### config.mk
export PLATFORM = sky130hd
export DESIGN_NAME = tea_block_cipher_engine
export DESIGN_NICKNAME = d
export VERILOG_FILES = /design/src/rtl/core/tea_pkg.sv /design/src/rtl/core/tea_ctrl.sv /design/src/rtl/core/tea_dpath.sv /design/src/rtl/core/tea_block_cipher_engine.sv
export SDC_FILE = /design/constraint.sdc
export NUM_CORES = 2
export LEC_CHECK = 0
export BUFFER_PORTS_ARGS = -buffer_cell sky130_fd_sc_hd__buf_4
export CORE_MARGIN = 2
export CORE_UTILIZATION = 50
export DETAILED_ROUTE_END_ITERATION = 7
export PLACE_DENSITY = 0.67
export SLEW_MARGIN = 10
export SYNTH_ARGS = -nofsm -noshare
export SYNTH_HDL_FRONTEND = slang
export SYNTH_SLANG_ARGS = --single-unit
### constraint.sdc
create_clock -name clk -period 10.95 [get_ports clk]
set_clock_uncertainty 0.05 [all_clocks]
set_input_delay 1.6425 -clock clk [delete_from_list [all_inputs] [get_ports clk]]
set_output_delay 1.6425 -clock clk [all_outputs]
set_load 0.05 [all_outputs]
### src/rtl/core/tea_pkg.sv
// Shared types, constants and the round mixing function for the TEA engine.
// No dependencies; imported by every module of the engine.
package tea_pkg;

	localparam int unsigned WORD_W  = 32;
	localparam int unsigned BLOCK_W = 2 * WORD_W;
	localparam int unsigned ROUND_W = 8;
	localparam int unsigned CFG_IDX_W = 3;

	localparam logic [WORD_W-1:0]  TEA_DELTA = 32'h9e3779b9;
	localparam logic [ROUND_W-1:0] ROUND_COUNT_RESET = 8'd32;
	// starting sum for decryption at the reset round count
	localparam logic [WORD_W-1:0]  DEC_SUM_RESET = 32'(TEA_DELTA * ROUND_COUNT_RESET);

	// configuration register indexes
	localparam logic [CFG_IDX_W-1:0] CFG_KEY0   = 3'd0;
	localparam logic [CFG_IDX_W-1:0] CFG_KEY1   = 3'd1;
	localparam logic [CFG_IDX_W-1:0] CFG_KEY2   = 3'd2;
	localparam logic [CFG_IDX_W-1:0] CFG_KEY3   = 3'd3;
	localparam logic [CFG_IDX_W-1:0] CFG_ROUNDS = 3'd4;

	// input command codes
	localparam logic CMD_ENCRYPT = 1'b0;
	localparam logic CMD_DECRYPT = 1'b1;

	typedef enum logic [1:0] {
		ST_IDLE,
		ST_RUN,
		ST_HOLD
	} tea_state_t;

	typedef struct packed {
		logic load;          // capture the accepted block and seed the sum
		logic step;          // apply one round pair to the working halves
		logic out_wr;        // write the output register
		logic out_sel_round; // output takes the round result, else the working halves
	} tea_cmd_t;

	function automatic logic [WORD_W-1:0] tea_mix(
		input logic [WORD_W-1:0] h,
		input logic [WORD_W-1:0] s,
		input logic [WORD_W-1:0] ka,
		input logic [WORD_W-1:0] kb
	);
		return ((h << 4) + ka) ^ (h + s) ^ ((h >> 5) + kb);
	endfunction

endpackage

### src/rtl/core/tea_ctrl.sv
// Sequencing controller for the TEA engine: round counter, state machine,
// output valid flag. Depends on tea_pkg.
module tea_ctrl (
	input  logic                           clk,
	input  logic                           arst_n,
	input  logic                           s_tvalid,
	output logic                           s_tready,
	output logic                           m_tvalid,
	input  logic                           m_tready,
	input  logic                           cfg_we,
	input  logic [tea_pkg::CFG_IDX_W-1:0]  cfg_index,
	input  logic [tea_pkg::ROUND_W-1:0]    cfg_rounds,
	output tea_pkg::tea_cmd_t              cmd
);
	import tea_pkg::*;

	tea_state_t           state_q;
	tea_state_t           state_d;
	logic [ROUND_W-1:0]   round_count_q;
	logic [ROUND_W-1:0]   count_q;
	logic                 out_valid_q;
	logic                 out_free;
	logic                 last_round;
	logic                 accept;

	assign out_free   = !out_valid_q || m_tready;
	assign last_round = (count_q == ROUND_W'(1));
	assign accept     = s_tvalid && (state_q == ST_IDLE);

	always_comb begin
		state_d = state_q;
		case (state_q)
			ST_IDLE: begin
				if (s_tvalid) begin
					state_d = (round_count_q == '0) ? ST_HOLD : ST_RUN;
				end
			end
			ST_RUN: begin
				if (last_round) begin
					state_d = out_free ? ST_IDLE : ST_HOLD;
				end
			end
			ST_HOLD: begin
				if (out_free) begin
					state_d = ST_IDLE;
				end
			end
			default: state_d = ST_IDLE;
		endcase
	end

	always_comb begin
		s_tready          = 1'b0;
		cmd.load          = 1'b0;
		cmd.step          = 1'b0;
		cmd.out_wr        = 1'b0;
		cmd.out_sel_round = 1'b0;
		case (state_q)
			ST_IDLE: begin
				s_tready = 1'b1;
				cmd.load = s_tvalid;
			end
			ST_RUN: begin
				cmd.step          = 1'b1;
				cmd.out_sel_round = 1'b1;
				cmd.out_wr        = last_round && out_free;
			end
			ST_HOLD: begin
				cmd.out_wr = out_free;
			end
			default: ;
		endcase
	end

	always_ff @(posedge clk or negedge arst_n) begin
		if (!arst_n) begin
			state_q       <= ST_IDLE;
			round_count_q <= ROUND_COUNT_RESET;
			count_q       <= '0;
			out_valid_q   <= 1'b0;
		end else begin
			state_q <= state_d;
			if (cfg_we && cfg_index == CFG_ROUNDS) begin
				round_count_q <= cfg_rounds;
			end
			if (accept) begin
				count_q <= round_count_q;
			end else if (state_q == ST_RUN) begin
				count_q <= count_q - ROUND_W'(1);
			end
			// hold a result until its transfer
			if (cmd.out_wr) begin
				out_valid_q <= 1'b1;
			end else if (m_tready) begin
				out_valid_q <= 1'b0;
			end
		end
	end

	assign m_tvalid = out_valid_q;

endmodule

### src/rtl/core/tea_dpath.sv
// Datapath for the TEA engine: key registers, working halves, running sum
// and one round pair of mixing logic, plus the output register. Depends on tea_pkg.
module tea_dpath (
	input  logic                           clk,
	input  logic                           arst_n,
	input  tea_pkg::tea_cmd_t              cmd,
	input  logic                           command,
	input  logic [tea_pkg::BLOCK_W-1:0]    block_in,
	output logic [tea_pkg::BLOCK_W-1:0]    block_out,
	input  logic                           cfg_we,
	input  logic [tea_pkg::CFG_IDX_W-1:0]  cfg_index,
	input  logic [tea_pkg::WORD_W-1:0]     cfg_data
);
	import tea_pkg::*;

	logic [WORD_W-1:0]  key0_q;
	logic [WORD_W-1:0]  key1_q;
	logic [WORD_W-1:0]  key2_q;
	logic [WORD_W-1:0]  key3_q;
	logic [WORD_W-1:0]  dec_sum_q;
	logic [WORD_W-1:0]  y_q;
	logic [WORD_W-1:0]  z_q;
	logic [WORD_W-1:0]  sum_q;
	logic               dec_q;
	logic [BLOCK_W-1:0] out_q;

	logic [WORD_W-1:0]  enc_y;
	logic [WORD_W-1:0]  enc_z;
	logic [WORD_W-1:0]  dec_y;
	logic [WORD_W-1:0]  dec_z;
	logic [WORD_W-1:0]  y_d;
	logic [WORD_W-1:0]  z_d;
	logic [WORD_W-1:0]  sum_d;

	// one round pair in each direction from the same working halves
	always_comb begin
		enc_y = y_q + tea_mix(z_q, sum_q, key0_q, key1_q);
		enc_z = z_q + tea_mix(enc_y, sum_q, key2_q, key3_q);
		dec_z = z_q - tea_mix(y_q, sum_q, key2_q, key3_q);
		dec_y = y_q - tea_mix(dec_z, sum_q, key0_q, key1_q);
		y_d   = (dec_q == CMD_DECRYPT) ? dec_y : enc_y;
		z_d   = (dec_q == CMD_DECRYPT) ? dec_z : enc_z;
		sum_d = (dec_q == CMD_DECRYPT) ? (sum_q - TEA_DELTA) : (sum_q + TEA_DELTA);
	end

	always_ff @(posedge clk or negedge arst_n) begin
		if (!arst_n) begin
			key0_q    <= '0;
			key1_q    <= '0;
			key2_q    <= '0;
			key3_q    <= '0;
			dec_sum_q <= DEC_SUM_RESET;
		end else if (cfg_we) begin
			case (cfg_index)
				CFG_KEY0:   key0_q <= cfg_data;
				CFG_KEY1:   key1_q <= cfg_data;
				CFG_KEY2:   key2_q <= cfg_data;
				CFG_KEY3:   key3_q <= cfg_data;
				// precompute the decrypt starting sum, delta times round count
				CFG_ROUNDS: dec_sum_q <= WORD_W'(TEA_DELTA * {24'd0, cfg_data[ROUND_W-1:0]});
				default: ;
			endcase
		end
	end

	always_ff @(posedge clk) begin
		if (cmd.load) begin
			y_q   <= block_in[WORD_W-1:0];
			z_q   <= block_in[BLOCK_W-1:WORD_W];
			dec_q <= command;
			sum_q <= (command == CMD_DECRYPT) ? dec_sum_q : TEA_DELTA;
		end else if (cmd.step) begin
			y_q   <= y_d;
			z_q   <= z_d;
			sum_q <= sum_d;
		end
		if (cmd.out_wr) begin
			out_q <= cmd.out_sel_round ? {z_d, y_d} : {z_q, y_q};
		end
	end

	assign block_out = out_q;

endmodule

### src/rtl/core/tea_block_cipher_engine.sv
// TEA block cipher engine, top level: stream ports, configuration port.
// Depends on tea_pkg, tea_ctrl and tea_dpath.
//
// The engine encrypts (tuser 0) or decrypts (tuser 1) one 64-bit block at a
// time with a 128-bit key and a programmable count of round pairs (0 to 255,
// 32 after reset); the low word of tdata is the first half of the block.
// One round pair is computed per clock. The result is written in the last round,
// or from the hold state with a round count of zero or a full output register,
// and the next block can be taken in the cycle after the write. The next block is
// taken as soon as the result sits in the output register, even if that result
// is not yet taken; it waits only when a new result finds the output register
// still full. Configuration may be written only while no block is in flight.
module tea_block_cipher_engine (
	input  logic                           clk,
	input  logic                           arst_n,
	input  logic                           s_tvalid,
	output logic                           s_tready,
	input  logic [tea_pkg::BLOCK_W-1:0]    s_tdata,  // [63:0] block_in
	input  logic                           s_tuser,  // [0] command
	output logic                           m_tvalid,
	input  logic                           m_tready,
	output logic [tea_pkg::BLOCK_W-1:0]    m_tdata,  // [63:0] block_out
	input  logic                           cfg_we,
	input  logic [tea_pkg::CFG_IDX_W-1:0]  cfg_index,
	input  logic [tea_pkg::WORD_W-1:0]     cfg_data
);
	import tea_pkg::*;

	tea_cmd_t cmd;

	tea_ctrl u_ctrl (
		.clk        (clk),
		.arst_n     (arst_n),
		.s_tvalid   (s_tvalid),
		.s_tready   (s_tready),
		.m_tvalid   (m_tvalid),
		.m_tready   (m_tready),
		.cfg_we     (cfg_we),
		.cfg_index  (cfg_index),
		.cfg_rounds (cfg_data[ROUND_W-1:0]),
		.cmd        (cmd)
	);

	tea_dpath u_dpath (
		.clk       (clk),
		.arst_n    (arst_n),
		.cmd       (cmd),
		.command   (s_tuser),
		.block_in  (s_tdata),
		.block_out (m_tdata),
		.cfg_we    (cfg_we),
		.cfg_index (cfg_index),
		.cfg_data  (cfg_data)
	);

	// a pending result is never overwritten
	a_no_overwrite: assert property (@(posedge clk) disable iff (!arst_n)
		cmd.out_wr |-> (!m_tvalid || m_tready))
		else $error("output register written while holding an untaken result");

	// an input transfer never coincides with a round step or a result write
	a_load_excl: assert property (@(posedge clk) disable iff (!arst_n)
		(s_tvalid && s_tready) |-> (!cmd.out_wr && !cmd.step))
		else $error("input transfer overlaps round or output write");

	// the engine is not ready in the cycle after an input transfer
	a_busy_after_load: assert property (@(posedge clk) disable iff (!arst_n)
		(s_tvalid && s_tready) |=> !s_tready)
		else $error("engine ready right after taking a block");

	// a result write always produces a valid output next cycle
	a_write_valid: assert property (@(posedge clk) disable iff (!arst_n)
		cmd.out_wr |=> m_tvalid)
		else $error("result written but output not valid");

endmodule

==> results.md <==
* 620 ps — worst skew pair latency
* 1.05 — final estimated routing congestion in global placement
* 9260 um^2 — register cell area after layout
* 0.507 — starting density of the core
* 0.349 — global-route usage over all layers
* 85800 um^2 — full die area
* 10.3% — layout overhead on the synthesized area
* 6.31 — via density per instance
* 10820 ps — Arr. time, crit path
* 36200 — number of global-route vias before repair
* 4734 — post-synthesis instance total
* 550 ps — delay contributed by the slowest stage of the critical path
* flip-flop — CP Capture Type
* 10570 ps — min Tclk post-route
* flip-flop — Critical Path Start Type
* 41800 um^2 — Synth Cell Area
* 0.965 — Tcrit/Tclk final
* 0 — Yosys warning count
* 94.6 MHz — maximum clock frequency
* completed — outcome
* 43 — CTS buffer count
* 224000 um — wire length of the first global-routing pass
* 7618 — number of fillers in the final layout
* 171 — top-level I/O count
* 0 — count of endpoints failing setup in the final report
* 170 — Port Buf Inserts
* 10 — antenna violations before repair
* 161 — Post-synth EDFFs
* 0 — # hold bufs at CTS
* 82400 um^2 — core footprint
* 2 — number of H-tree levels
* 153000 um — total routed wirelength
* 86 — Cell variety after synth
* 0 — final hold viol count
* 5500 — Mapped Nets
* 60 ps — Clock Pin Slew Worst Setup and Hold Paths
* 424 ps — worst hold slack across all endpoints
* 11200 ps — Data required, critical path
* 124000 um — HPWL after DPL
* u_dpath.y_q[31] — reg-to-reg endpoint
* sky130_fd_sc_hd__ha_1 17%, sky130_fd_sc_hd__xnor2_1 12%, sky130_fd_sc_hd__edfxtp_1 12% — top cells by area in the synthesized netlist
* 40 — worst reg2reg path depth
* 25.3 um — routed len/inst
* u_dpath.y_q[5] — first element of the critical path
* 1030 ps — actual slew at the worst max-slew pin
* 8.82 um^2 — Post-Syn Area per Cell
* 0.316 — Slew HR
* u_dpath.y_q[5] — startpoint of the worst-slack reg-to-reg timing path
* 6 — crit path max fanout
* 337 — number of clock sinks seen by CTS
* sky130_fd_sc_hd__ha_1 — cell type with the largest total area after synthesis
* 72 — pin count of the biggest net entering global routing
* sky130_fd_sc_hd__clkbuf_16 — clock root buffer
* 0 — GRT Residual Overflow
* 0.222 — portion of the post-synthesis area used by sequential elements
* 0.522 — share of synthesized flip-flops with an asynchronous set or reset
* 6 — number of iterations in the first detailed-routing pass
* true — RSZ-0062 raised after global routing
* sky130_fd_sc_hd__edfxtp_1 — most frequently used flop master after synthesis
* 0 — post-route ant nets
* 293 um — vertical extent of the die
* 0 — DRC
* 46000 um^2 — Final Instance Area
* 293 um — die outline width
* flip-flop to flip-flop — kind of critical path
* sky130_fd_sc_hd__xnor2_1 — most common cell in the synthesized netlist
* 44600 um^2 — Placement Cell Area
* u_dpath.y_q[31] — Critical Path End
* flip-flop to flip-flop — type of the tightest min-delay check
* 38100 — detailed-route via count
* 3 — maximum buffer depth of the clock tree
* 5698 — net count of the finished layout
* 31500 um^2 — multi-input gate area in the final layout
* 337 — flip-flop and latch count after synthesis
* 380 ps — Register-to-Register Setup Slack
* 594 x sky130_fd_sc_hd__xnor2_1, 582 x sky130_fd_sc_hd__ha_1, 519 x sky130_fd_sc_hd__a21oi_1 — list of most frequent post-synthesis cells
* 0.174 — portion of synthesized cell area occupied by the leading cell type
* 105 — Placement Rows
* 3981 — 1st-iter DRT viols
* sky130_fd_sc_hd__xnor2_1 — most numerous cell on the critical path
* sky130_fd_sc_hd__edfxtp_1 — cell with the largest stage delay on the worst path
* 0.102 — fraction of final layout cells sized beyond drive strength 1
* 0 — number of pins exceeding their max-slew limit in the final report
* done — clock tree from TritonCTS
* 0 — maximum capacitance violations
-- layout by cell type, fill, tap and decap left out, drive strengths merged, types with 39 or more instances in the layout --
| cell | instances |
|---|---|
| mux2 | 132 |
| nand2b | 57 |
| o21ai | 295 |
| nor2b | 53 |
| buf | 231 |
| nor2 | 334 |
| nand3 | 80 |
| ha | 582 |
| a31oi | 39 |
| inv | 216 |
| a21oi | 520 |
| dfrtp | 158 |
| o21a | 60 |
| clkbuf | 57 |
| fa | 79 |
| and3 | 42 |
| nand2 | 305 |
| edfxtp | 161 |
| a21o | 254 |
| xnor2 | 595 |
| xor2 | 147 |
| o21bai | 60 |
| nor3 | 80 |
-- metal layers --
metal,GRT usage,up-vias,share of wire
li1,-,17600,-
met1,0.500,18500,0.43
met2,0.530,1755,0.42
met3,0.0752,234,0.12
met4,0.0897,2,0.027
met5,0,-,0.000092
-- registers in the layout, indices dropped and copies added, names as in the netlist --
signal                cells
u_ctrl.count_q            8
u_dpath.dec_q             1
u_dpath.dec_sum_q        29
u_dpath.y_q              32
u_dpath.block_out        64
u_dpath.z_q              32
u_dpath.key1_q           32
u_ctrl.state_q            2
u_ctrl.m_tvalid           1
u_ctrl.round_count_q      8
u_dpath.key0_q           32
u_dpath.key3_q           32
u_dpath.sum_q            32
u_dpath.key2_q           32
-- through the flow --
step,instances,TNS (ps),utilization,setup WS [ps]
after floorplan,4734,0,-,2330
after global routing,6036,-7.43,0.559,-7.43
after CTS,6036,0,0.558,17.3
final,6040,0,0.559,381
after global placement,5957,-116,0.542,-61.3
after detailed placement,5957,-257,0.542,-132
-- worst min path at each step --
| stage | depth (start not counted) | slack, ps | endpoint | from |
|---|---|---|---|---|
| finish | 2 | 420 | u_dpath.dec_sum_q[12] | u_dpath.dec_sum_q[12] |
| global placement | 2 | 410 | u_dpath.dec_sum_q[11] | u_dpath.dec_sum_q[11] |
| CTS | 2 | 430 | u_dpath.dec_sum_q[9] | u_dpath.dec_sum_q[9] |
| global route | 2 | 440 | u_dpath.dec_sum_q[16] | u_dpath.dec_sum_q[16] |
| detailed placement | 2 | 420 | u_dpath.dec_sum_q[11] | u_dpath.dec_sum_q[11] |
| floorplan | 2 | 390 | u_dpath.dec_sum_q[31] | u_dpath.dec_sum_q[31] |
-- layout make-up --
| type | instances | area share |
|---|---|---|
| sequential | 337 | 0.201 |
| multi-input combinational | 4104 | 0.685 |
| antenna | 4 | 0.000217 |
| tap | 1070 | 0.0291 |
| inverter | 214 | 0.0174 |
| timing repair buffer | 232 | 0.0380 |
| clock inverter | 23 | 0.00348 |
| clock buffer | 56 | 0.0259 |
-- logic make-up (layout without fill, tap and decap cells) --
kind of cell | count (synthesis) | after routing | synth area share
buffers and inverters | 293 | 525 | 0.0263
XOR/XNOR | 752 | 752 | 0.161
AND/OR/NAND/NOR | 1082 | 1082 | 0.121
adder cells (fa/ha/maj) | 661 | 661 | 0.212
AO/OA/AOI/OAI | 1450 | 1450 | 0.216
other | 0 | 4 | 0
flip-flops | 337 | 337 | 0.222
multiplexers | 159 | 159 | 0.0421
-- what timing repair did --
| item | 4_1_cts | 5_1_grt |
|---|---|---|
| setup buffers | 0 | 0 |
| resized for setup | 1 | 11 |
| setup endpoints to repair | 2 | 7 |
-- critical path, delay by kind of cell (launching register included) --
kind            cells  cell delay [ps]
simple gates       10             1960
xor+xnor            8             1650
fa+ha+maj           5             2020
compound gates     17             4010
flops               1              550
Power is not shown: default switching activity piles up to over one toggle a cycle in this logic, so the estimate is an artifact.
